**src/hdl/a85_pkg.sv**
```systemverilog
`timescale 1ns / 1ps

package a85_pkg;

  localparam int DIGIT_W     = 7;
  localparam int GROUP_CHARS = 5;
  localparam int CELLS       = 4;   // divide-by-85 steps; the last quotient is the top digit
  localparam int CNT_W       = 3;

  // floor(v / 85) == (v * RECIP) >> RECIP_SHIFT for every 32-bit v
  localparam logic [31:0] RECIP       = 32'hC0C0C0C1;
  localparam int          RECIP_SHIFT = 38;

  localparam logic [DIGIT_W-1:0] CHAR_OFFSET = 7'd33;
  localparam logic [DIGIT_W-1:0] Z_CHAR      = 7'd122;

  localparam logic [CNT_W-1:0] EMIT_Z    = 3'd1;
  localparam logic [CNT_W-1:0] EMIT_FULL = 3'd5;

  typedef struct packed {
    logic [CNT_W-1:0] count;   // characters to send for this group
    logic             zero;    // full all-zero group, sent as 'z'
    logic             eom;     // group closes the message
  } a85_meta_t;

  typedef struct packed {
    logic [31:0]              value;   // value still to be split up
    logic [CELLS*DIGIT_W-1:0] digits;  // digits found so far, newest on top
    a85_meta_t                meta;
  } a85_link_t;

endpackage

```
**src/hdl/a85_pack.sv**
```systemverilog
`timescale 1ns / 1ps

module a85_pack (
  input  logic                 clk,
  input  logic                 rst,
  input  logic                 in_valid,
  output logic                 in_ready,
  input  logic [7:0]           in_byte,
  input  logic                 in_eom,
  output logic                 out_valid,
  input  logic                 out_ready,
  output a85_pkg::a85_link_t   out_data
);

  logic [23:0] acc;
  logic [1:0]  cnt;
  logic        valid;
  a85_pkg::a85_link_t grp;

  logic        full;
  logic        close;
  logic [31:0] value_next;
  a85_pkg::a85_meta_t meta_next;

  assign in_ready  = !valid || out_ready;
  assign out_valid = valid;
  assign out_data  = grp;

  assign full  = (cnt == 2'd3);
  assign close = full || in_eom;

  // left-align the group, zero padding the missing bytes
  always_comb begin
    case (cnt)
      2'd0:    value_next = {in_byte, 24'd0};
      2'd1:    value_next = {acc[7:0], in_byte, 16'd0};
      2'd2:    value_next = {acc[15:0], in_byte, 8'd0};
      default: value_next = {acc, in_byte};
    endcase
    meta_next.zero  = full && (value_next == 32'd0);
    meta_next.eom   = in_eom;
    if (meta_next.zero) begin
      meta_next.count = a85_pkg::EMIT_Z;
    end else if (full) begin
      meta_next.count = a85_pkg::EMIT_FULL;
    end else begin
      meta_next.count = 3'(cnt) + 3'd2;
    end
  end

  always_ff @(posedge clk) begin
    if (rst) begin
      cnt   <= 2'd0;
      valid <= 1'b0;
    end else begin
      if (in_valid && in_ready) begin
        if (close) begin
          cnt   <= 2'd0;
          valid <= 1'b1;
        end else begin
          cnt   <= cnt + 2'd1;
          valid <= 1'b0;
        end
      end else if (out_ready) begin
        valid <= 1'b0;
      end
    end
  end

  always_ff @(posedge clk) begin
    if (in_valid && in_ready) begin
      acc <= {acc[15:0], in_byte};
      if (close) begin
        grp.value  <= value_next;
        grp.digits <= '0;
        grp.meta   <= meta_next;
      end
    end
  end

endmodule

```
**src/hdl/a85_cell.sv**
```systemverilog
`timescale 1ns / 1ps

module a85_cell (
  input  logic                 clk,
  input  logic                 rst,
  input  logic                 in_valid,
  output logic                 in_ready,
  input  a85_pkg::a85_link_t   in_data,
  output logic                 out_valid,
  input  logic                 out_ready,
  output a85_pkg::a85_link_t   out_data
);

  logic                                        valid;
  logic [31:0]                                 quot;
  logic [a85_pkg::DIGIT_W-1:0]                 low;
  logic [a85_pkg::CELLS*a85_pkg::DIGIT_W-1:0]  digits;
  a85_pkg::a85_meta_t                          meta;

  logic [63:0]                  prod;
  logic [a85_pkg::DIGIT_W-1:0]  q85;
  logic [a85_pkg::DIGIT_W-1:0]  rem;

  assign prod = 64'(in_data.value) * 64'(a85_pkg::RECIP);

  // remainder is below 85, so seven low bits of v - 85*q are enough
  assign q85 = (quot[6:0] << 6) + (quot[6:0] << 4) + (quot[6:0] << 2) + quot[6:0];
  assign rem = low - q85;

  assign in_ready        = !valid || out_ready;
  assign out_valid       = valid;
  assign out_data.value  = quot;
  assign out_data.digits = {rem, digits[a85_pkg::CELLS*a85_pkg::DIGIT_W-1:a85_pkg::DIGIT_W]};
  assign out_data.meta   = meta;

  always_ff @(posedge clk) begin
    if (rst) begin
      valid <= 1'b0;
    end else if (in_ready) begin
      valid <= in_valid;
    end
  end

  always_ff @(posedge clk) begin
    if (in_valid && in_ready) begin
      quot   <= 32'(prod >> a85_pkg::RECIP_SHIFT);
      low    <= in_data.value[a85_pkg::DIGIT_W-1:0];
      digits <= in_data.digits;
      meta   <= in_data.meta;
    end
  end

endmodule

```
**src/hdl/a85_ser.sv**
```systemverilog
`timescale 1ns / 1ps

module a85_ser (
  input  logic                        clk,
  input  logic                        rst,
  input  logic                        in_valid,
  output logic                        in_ready,
  input  a85_pkg::a85_link_t          in_data,
  output logic                        out_valid,
  input  logic                        out_ready,
  output logic [a85_pkg::DIGIT_W-1:0] out_char,
  output logic                        group_last,
  output logic                        message_last
);

  logic                                                   busy;
  logic [a85_pkg::CNT_W-1:0]                              left;
  logic                                                   eom;
  logic [a85_pkg::GROUP_CHARS-1:0][a85_pkg::DIGIT_W-1:0]  chars;

  logic [a85_pkg::GROUP_CHARS-1:0][a85_pkg::DIGIT_W-1:0]  dig;
  logic [a85_pkg::GROUP_CHARS-1:0][a85_pkg::DIGIT_W-1:0]  load;
  logic                                                   last;

  // top entry is the most significant digit
  assign dig = {in_data.value[a85_pkg::DIGIT_W-1:0], in_data.digits};

  always_comb begin
    for (int i = 0; i < a85_pkg::GROUP_CHARS; i++) begin
      load[i] = dig[i] + a85_pkg::CHAR_OFFSET;
    end
    if (in_data.meta.zero) begin
      load[a85_pkg::GROUP_CHARS-1] = a85_pkg::Z_CHAR;
    end
  end

  assign last         = (left == 3'd1);
  assign in_ready     = !busy || (out_ready && last);
  assign out_valid    = busy;
  assign out_char     = chars[a85_pkg::GROUP_CHARS-1];
  assign group_last   = last;
  assign message_last = last && eom;

  always_ff @(posedge clk) begin
    if (rst) begin
      busy <= 1'b0;
      left <= '0;
    end else if (in_valid && in_ready) begin
      busy <= 1'b1;
      left <= in_data.meta.count;
    end else if (busy && out_ready) begin
      busy <= !last;
      left <= left - 3'd1;
    end
  end

  always_ff @(posedge clk) begin
    if (in_valid && in_ready) begin
      chars <= load;
      eom   <= in_data.meta.eom;
    end else if (busy && out_ready) begin
      chars <= {chars[a85_pkg::GROUP_CHARS-2:0], 7'd0};
    end
  end

endmodule

```
**src/hdl/ascii85_stream_encoder.sv**
```systemverilog
`timescale 1ns / 1ps

// Channel   Dir  Signals                      Payload
// --------  ---  ---------------------------  ------------------------------------
// s (in)    in   s_tvalid s_tready s_tdata    tdata: data_byte; tlast: end_of_message
//                s_tlast
// m (out)   out  m_tvalid m_tready m_tdata    tdata: out_char + zero bit; tuser:
//                m_tuser m_tlast              group_last; tlast: message_last
//
// Bytes enter whenever the group register ahead of the divider chain is free.
// A closed group passes the four divide-by-85 cell registers, and the character
// register then sends one character per cycle while m_tready is high; a full
// group yields five characters, or one 'z' if all zero. rst (sync) drops all
// groups in flight. Stalls on m_tready back up through the chain to s_tready;
// no data is lost.

module ascii85_stream_encoder (
  input  logic       clk,
  input  logic       rst,
  input  logic       s_tvalid,
  output logic       s_tready,
  input  logic [7:0] s_tdata,   // [7:0] data_byte
  input  logic       s_tlast,   // end_of_message
  output logic       m_tvalid,
  input  logic       m_tready,
  output logic [7:0] m_tdata,   // [6:0] out_char, [7] zero
  output logic       m_tuser,   // [0] group_last
  output logic       m_tlast    // message_last
);

  // link[0] leaves the byte packer, link[CELLS] enters the serializer
  a85_pkg::a85_link_t link       [a85_pkg::CELLS+1];
  logic               link_valid [a85_pkg::CELLS+1];
  logic               link_ready [a85_pkg::CELLS+1];

  logic [a85_pkg::DIGIT_W-1:0] out_char;

  a85_pack u_pack (
    .clk       (clk),
    .rst       (rst),
    .in_valid  (s_tvalid),
    .in_ready  (s_tready),
    .in_byte   (s_tdata),
    .in_eom    (s_tlast),
    .out_valid (link_valid[0]),
    .out_ready (link_ready[0]),
    .out_data  (link[0])
  );

  // each cell peels off one base-85 digit, least significant first
  for (genvar i = 0; i < a85_pkg::CELLS; i++) begin : g_cell
    a85_cell u_cell (
      .clk       (clk),
      .rst       (rst),
      .in_valid  (link_valid[i]),
      .in_ready  (link_ready[i]),
      .in_data   (link[i]),
      .out_valid (link_valid[i+1]),
      .out_ready (link_ready[i+1]),
      .out_data  (link[i+1])
    );
  end

  a85_ser u_ser (
    .clk          (clk),
    .rst          (rst),
    .in_valid     (link_valid[a85_pkg::CELLS]),
    .in_ready     (link_ready[a85_pkg::CELLS]),
    .in_data      (link[a85_pkg::CELLS]),
    .out_valid    (m_tvalid),
    .out_ready    (m_tready),
    .out_char     (out_char),
    .group_last   (m_tuser),
    .message_last (m_tlast)
  );

  assign m_tdata = {1'b0, out_char};

endmodule
```
**config.mk**
```make
export PLATFORM = sky130hd
export DESIGN_NAME = ascii85_stream_encoder
export DESIGN_NICKNAME = d
export VERILOG_FILES = /design/src/hdl/a85_pkg.sv /design/src/hdl/a85_pack.sv /design/src/hdl/a85_cell.sv /design/src/hdl/a85_ser.sv /design/src/hdl/ascii85_stream_encoder.sv
export SDC_FILE = /design/constraint.sdc
export NUM_CORES = 2
export LEC_CHECK = 0
export ABC_AREA = 1
export BUFFER_PORTS_ARGS = -buffer_cell sky130_fd_sc_hd__buf_2
export CAP_MARGIN = 15
export CORE_MARGIN = 2
export CORE_UTILIZATION = 55
export CTS_BUF_LIST = sky130_fd_sc_hd__clkbuf_16
export CTS_CLUSTER_SIZE = 40
export DETAILED_ROUTE_END_ITERATION = 8
export PLACE_DENSITY = 0.73
export SETUP_SLACK_MARGIN = 0.3
export SKIP_CTS_REPAIR_TIMING = 1
export SYNTH_ARGS = -nofsm -noshare
export SYNTH_HDL_FRONTEND = slang
export SYNTH_SLANG_ARGS = --single-unit
```
**constraint.sdc**
```tcl
create_clock -name clk -period 5.53 [get_ports clk]
set_clock_uncertainty 0.15 [all_clocks]
set_input_delay 0.2765 -clock clk [delete_from_list [all_inputs] [get_ports clk]]
set_output_delay 0.2765 -clock clk [all_outputs]
set_load 0.02 [all_outputs]
```
* Yosys cells after proc, flatten, opt, wreduce, memory -nomap -nowiden
Cells that the tools add are included.
** Cells by class
- Add/subtract/negate cells :: 24
- $mul :: 4
- Equality and inequality tests :: 4
- Muxes and demuxes :: 13
- Reduce and logical (&&, ||, !) cells :: 30
** Operators with widths (number)
- $mul A26 B32 Y58 const B :: 2
- $pmux W32 S3 :: 1
- $add A7 B7 Y7 :: 12
- $mux W35 :: 2
- $mul A32 B32 Y64 const B :: 1
- $mul A26 B32 Y45 const B :: 1
- $add A7 B6 Y7 const B :: 5
- $logic_not A32 Y1 :: 1
- $sub A7 B7 Y7 :: 4
- $logic_and A1 B1 Y1 :: 10
- $mux W3 :: 3
- $logic_not A1 Y1 :: 7
- $logic_or A1 B1 Y1 :: 7
- $mux W7 :: 1
- $mux W1 :: 5
- $eq A2 B2 Y1 const B :: 2
- $reduce_bool A2 Y1 :: 2
- $add A2 B2 Y3 const B :: 1
- $eq A3 B1 Y1 const B :: 1
- $sub A3 B1 Y3 const B :: 1
- $add A2 B1 Y2 const B :: 1
- $eq A2 B1 Y1 const B :: 1
- $logic_not A2 Y1 :: 1
- $mux W2 :: 1
- other kinds (2) :: 2
** Storage, ports and cells
- Register bits :: 283
- Input bits :: 13
- Output and inout port bits :: 12
- Word-level logic and storage cells :: 118

* Depth between registers and ports, before layout
- Word-level depth :: 10
- Depth in mapped cells :: 26
- Gate-level depth less buffers :: 26

* Hierarchy
A second synthesis with hierarchy kept.
** Second synthesis, totals
- Cells, all modules :: 7196
- Area total of the unflattened synthesis :: 61810.5 um^2
** By module, submodules not included
- a85_cell (g_cell[0].u_cell) :: instances 1, cells an instance 1670, area an instance 14159.8 um^2, seq. area each 1791.7 um^2
- a85_cell (g_cell[3].u_cell) :: instances 1, cells an instance 1666, area an instance 14139.8 um^2, seq. area each 1791.7 um^2
- a85_cell (g_cell[2].u_cell) :: instances 1, cells an instance 1666, area an instance 14121.0 um^2, seq. area each 1791.7 um^2
- a85_cell (g_cell[1].u_cell) :: instances 1, cells an instance 1656, area an instance 14089.8 um^2, seq. area each 1791.7 um^2
- a85_pack :: instances 1, cells an instance 303, area an instance 3062.9 um^2, seq. area each 1891.8 um^2
- a85_ser :: instances 1, cells an instance 233, area an instance 2225.9 um^2, seq. area each 1161.1 um^2
- ascii85_stream_encoder :: instances 1, cells an instance 2, area an instance 11.3 um^2, seq. area each 0.0 um^2

* Worst setup path after synthesis
OpenSTA, ideal clock, no wires.
- Path kind :: reg2reg
- Start point :: reg u_pack.grp, in the netlist u_pack.out_data[39]
- End point :: reg g_cell[0].u_cell.quot[16] (data pin)
- Setup time :: 252 ps
- Arrival time :: 5263 ps
- Slack :: -136 ps
- Cell stages (with the launch flop) :: 25
- Buffers on the path :: 0
- Clock period less this slack :: 5666 ps
- Cell sequence :: edfxtp_1 > ha_1 > ha_1 > inv_1 > fa_1 > inv_1 > fa_1 > inv_1 > fa_1 > fa_1 > fa_1 > inv_1 > ha_1 > ha_1 > nand2_1 > nor2_1 > inv_1 > nor2_1 > inv_1 > nor3_1 > nand2_1 > nand2_1 > nand2_1 > nand3_1 > nand2_1
** On the way
- Word-level cells in the longest chain between the ends :: 1
** RTL lines
- start, declared :: line a85_pack.sv:18 : a85_pkg::a85_link_t grp;
- $mul A32 B32 Y64 :: line a85_cell.sv:24 : assign prod = 64'(in_data.value) * 64'(a85_pkg::RECIP);
- named net g_cell[0].u_cell.prod[54] :: line a85_cell.sv:20 : logic [63:0] prod;
- end signal, assigned :: line a85_cell.sv:46 : quot <= 32'(prod >> a85_pkg::RECIP_SHIFT);
- end, declared :: line a85_cell.sv:15 : logic [31:0] quot;
The timed path passes the listed nets, and every way through them passes these cells.
A chain may end at the register's enable or synchronous reset.

* Final worst setup path
- Start point :: reg u_pack.grp, in the netlist u_pack.out_data[43]
- End point :: reg g_cell[0].u_cell.quot[18] (data pin)
Same word-level chain as after synthesis.

==> out/metrics.cfg <==
[yosys]
yosysWarningCount=0
syn_inst=4823
synth.avg_cell_area_sq_um=8.41
synth_seq_cells=267
synth_area_leader_cell=ha_1
async_flop_share=0
synth-edff-count=256
synthFlopType=edfxtp_1
yosysTopAreaCellShare=0.258
ys_types=46
synth.area.top_cells=ha_1 (26%), fa_1 (19%), edfxtp_1 (19%), inv_1 (11%), nand2_1 (7.5%)
yosysSeqAreaShare=0.195
syn_nets=6062
syn_area_sq_mm=0.0406

[setup_path]
timing.rr.end=g_cell[0].u_cell.quot[18]$_DFFE_PP_
reg2regPathDepth=23
r2r_start=u_pack.out_data[43]$_DFFE_PP_
worstSetupPathType=reg2reg
cp.required_ns=5.74
cp_max_fo=4
start_kind=register
rrSetupSlack_ns=-0.25
endpoint_kind=register
worstPathArrival_ns=5.98

[route]
dr_total_vias=33100
postRouteAntennaNets=0
drc=0
wire_per_inst_um=18.7
dr.first_iter.drc_count=1896
routed_wl_mm=116
vias_per_cell=5.36
drt_first_pass_iters=6

[place]
gp_congestion=0.967
placed_area_sq_mm=0.0446
pre_cts_ws_ns=-0.363
hpwl_mm=97.6
io_buffers=23

[die]
die_h_um=276
die_area_sq_mm=0.0759
num_rows=99
io_pins=25
dieWidth_um=276
core_sq_mm=0.0730
initial_core_util=0.556

[clock_tree]
clockBufferDepth=3
cts_buffers=31
cts_tree=yes
cts.sinks=267
clkTransAtPathRegs_ns=0.07
clkLatencyLatePin_ns=0.61
htreeDepth=1
clock-root-buffer=clkbuf_16

[timing]
max_freq_mhz=173
slew_headroom=0.263
hold_viol=0
finalCritPeriodShare=1.04
layout_setup_ws_ns=-0.246
rsz0062_at_grt=true
period_needed_ns=5.78
setup_viol=32
worst_slew_pin_slew_ns=1.10
final_max_slew_viol_count=0

[final_layout]
fin_area_sq_mm=0.0490
n_antenna_cell=0
nNetsFinal=6436
area_growth_pct=20.8
drive_gt1_frac=0.198

[min_path]
hold_path_depth=0
worstHoldPathType=reg2reg
holdPathEnd=g_cell[0].u_cell.out_data[1]$_DFFE_PP_
min-delay-start=u_pack.out_data[1]$_DFFE_PP_

[global_routing]
grt_max_degree=49
grt_pass1_vias=33400
track_usage=0.299
antenna_found_initial=0
grt_overflow_total=0
grt_pass1_wl_mm=176

[outcome]
violations=negative setup slack
status=complete, but fails checks

[run]
maxCapViolCount=0

[kinds of logic (layout without fill, tap and decap cells)]
| family | after synthesis | in the layout | share of synthesized area |
|---|---|---|---|
| other | 1 | 1 | 0.0000925 |
| AO/OA/AOI/OAI | 545 | 545 | 0.0727 |
| adder cells (fa/ha/maj) | 1226 | 1226 | 0.450 |
| AND/OR/NAND/NOR | 1469 | 1469 | 0.148 |
| flip-flops | 267 | 267 | 0.195 |
| XOR/XNOR | 87 | 87 | 0.0188 |
| buffers and inverters | 1228 | 1626 | 0.115 |
[metal layers]
metal  share of wire  routed length (um)  track usage  vias up
met5               0                   0            0        -
met2            0.50               57800        0.530      951
met3           0.050                5730       0.0284      256
met1            0.41               47300        0.382    15800
met4           0.042                4920       0.0997        0
li1                -                   -            -    16100
[state kept, by name (all words and copies together), names as in the netlist]
signal                   cells
u_ser.chars                 28
u_ser.out_valid              1
u_pack.cnt                   2
u_pack.out_valid             1
u_pack.acc                  24
g_cell.u_cell.quot          69
u_ser.out_char               7
u_ser.left                   3
g_cell.u_cell.digits        42
g_cell.u_cell.out_valid      4
u_pack.out_data             37
g_cell.u_cell.out_data      20
u_ser.eom                    1
g_cell.u_cell.low           28
[worst max path at each step]
stage,from,end,slack [ns],cells past startpoint
floorplan,u_pack.out_data[39]$_DFFE_PP_,g_cell[0].u_cell.quot[16]$_DFFE_PP_,0.25,24
global placement,u_pack.out_data[57]$_DFFE_PP_,g_cell[0].u_cell.quot[0]$_DFFE_PP_,-0.40,24
detailed placement,u_pack.out_data[57]$_DFFE_PP_,g_cell[0].u_cell.quot[0]$_DFFE_PP_,-0.36,24
CTS,u_pack.out_data[57]$_DFFE_PP_,g_cell[0].u_cell.quot[0]$_DFFE_PP_,-0.42,24
global route,u_pack.out_data[56]$_DFFE_PP_,g_cell[0].u_cell.quot[19]$_DFFE_PP_,-0.43,24
finish,u_pack.out_data[43]$_DFFE_PP_,g_cell[0].u_cell.quot[18]$_DFFE_PP_,-0.25,23
[Yosys cell counts (all sizes together), types with 3 or more instances]
cell type / count
a21boi: 8
a21o: 10
a21oi: 247
a22oi: 5
a31oi: 10
buf: 20
clkbuf: 4
dfxtp: 11
edfxtp: 256
fa: 389
ha: 837
inv: 1204
nand2: 819
nand3: 151
nand3b: 4
nand4: 55
nor2: 368
nor3: 49
nor4: 13
o211ai: 6
o21a: 7
o21ai: 207
o21bai: 31
o22a: 3
o22ai: 6
or2: 5
xnor2: 39
xor2: 48
[worst max-delay path: stages, from the launching register on]
cell and delay [ns]:
edfxtp_1 0.45, ha_1 0.32, ha_1 0.32, inv_1 0.07, fa_1 0.49, inv_1 0.05, fa_1 0.55, inv_1 0.07
fa_1 0.48, inv_1 0.05, fa_1 0.46, fa_2 0.57, ha_4 0.20, ha_4 0.25, a21oi_2 0.22, o21ai_1 0.15
nand2_1 0.09, nand2_1 0.10, nand2_1 0.08, nand2_1 0.08, a21oi_2 0.15, nand2_1 0.07, nand2_1 0.05, nand2_1 0.06
[through the flow]
stage	hold WS, ns	std cells	TNS [ns]	util
after CTS	-0.273	6118	-8.66	0.625
after global routing	0.268	6180	-10.45	0.671
after floorplan	0.196	4823	0	-
final	0.264	6180	-4.63	0.671
after global placement	0.252	6061	-6.47	0.611
after detailed placement	0.255	6061	-7.20	0.611
[cell type report]
type,count,area [sq um]
well taps,959,1200
clock buffers,33,826
clock inverters,24,190
flip-flops and latches,267,7910
repair buffers,365,2820
inverters,1204,4540
fillers,5810,24000
multi-input cells,3328,31500
[cells in the final DEF, fill, tap and decap left out, types with 10 or more instances in the layout]
cell type / n
nor2_1: 259
o21bai_1: 25
dlygate4sd3_1: 12
fa_2: 26
buf_4: 307
dfxtp_1: 11
nand3_2: 14
edfxtp_1: 256
nand2_1: 713
buf_6: 21
nor3_1: 24
nor2_4: 47
xor2_1: 47
xnor2_1: 38
inv_1: 1128
buf_2: 23
inv_2: 79
a21oi_1: 160
a21oi_2: 62
nor2_2: 62
a21oi_4: 25
a31oi_1: 10
nand2_4: 25
nand3_1: 130
ha_1: 718
o21ai_1: 36
nand4_1: 55
ha_4: 105
o21ai_0: 138
fa_1: 363
nand2_2: 79
nor3_2: 22
o21ai_2: 26
a21o_1: 10
clkbuf_16: 33
ha_2: 14
Power is left out: the tool's default activity adds up to more than one toggle a clock period on the data nets, which glitch-free logic cannot reach.
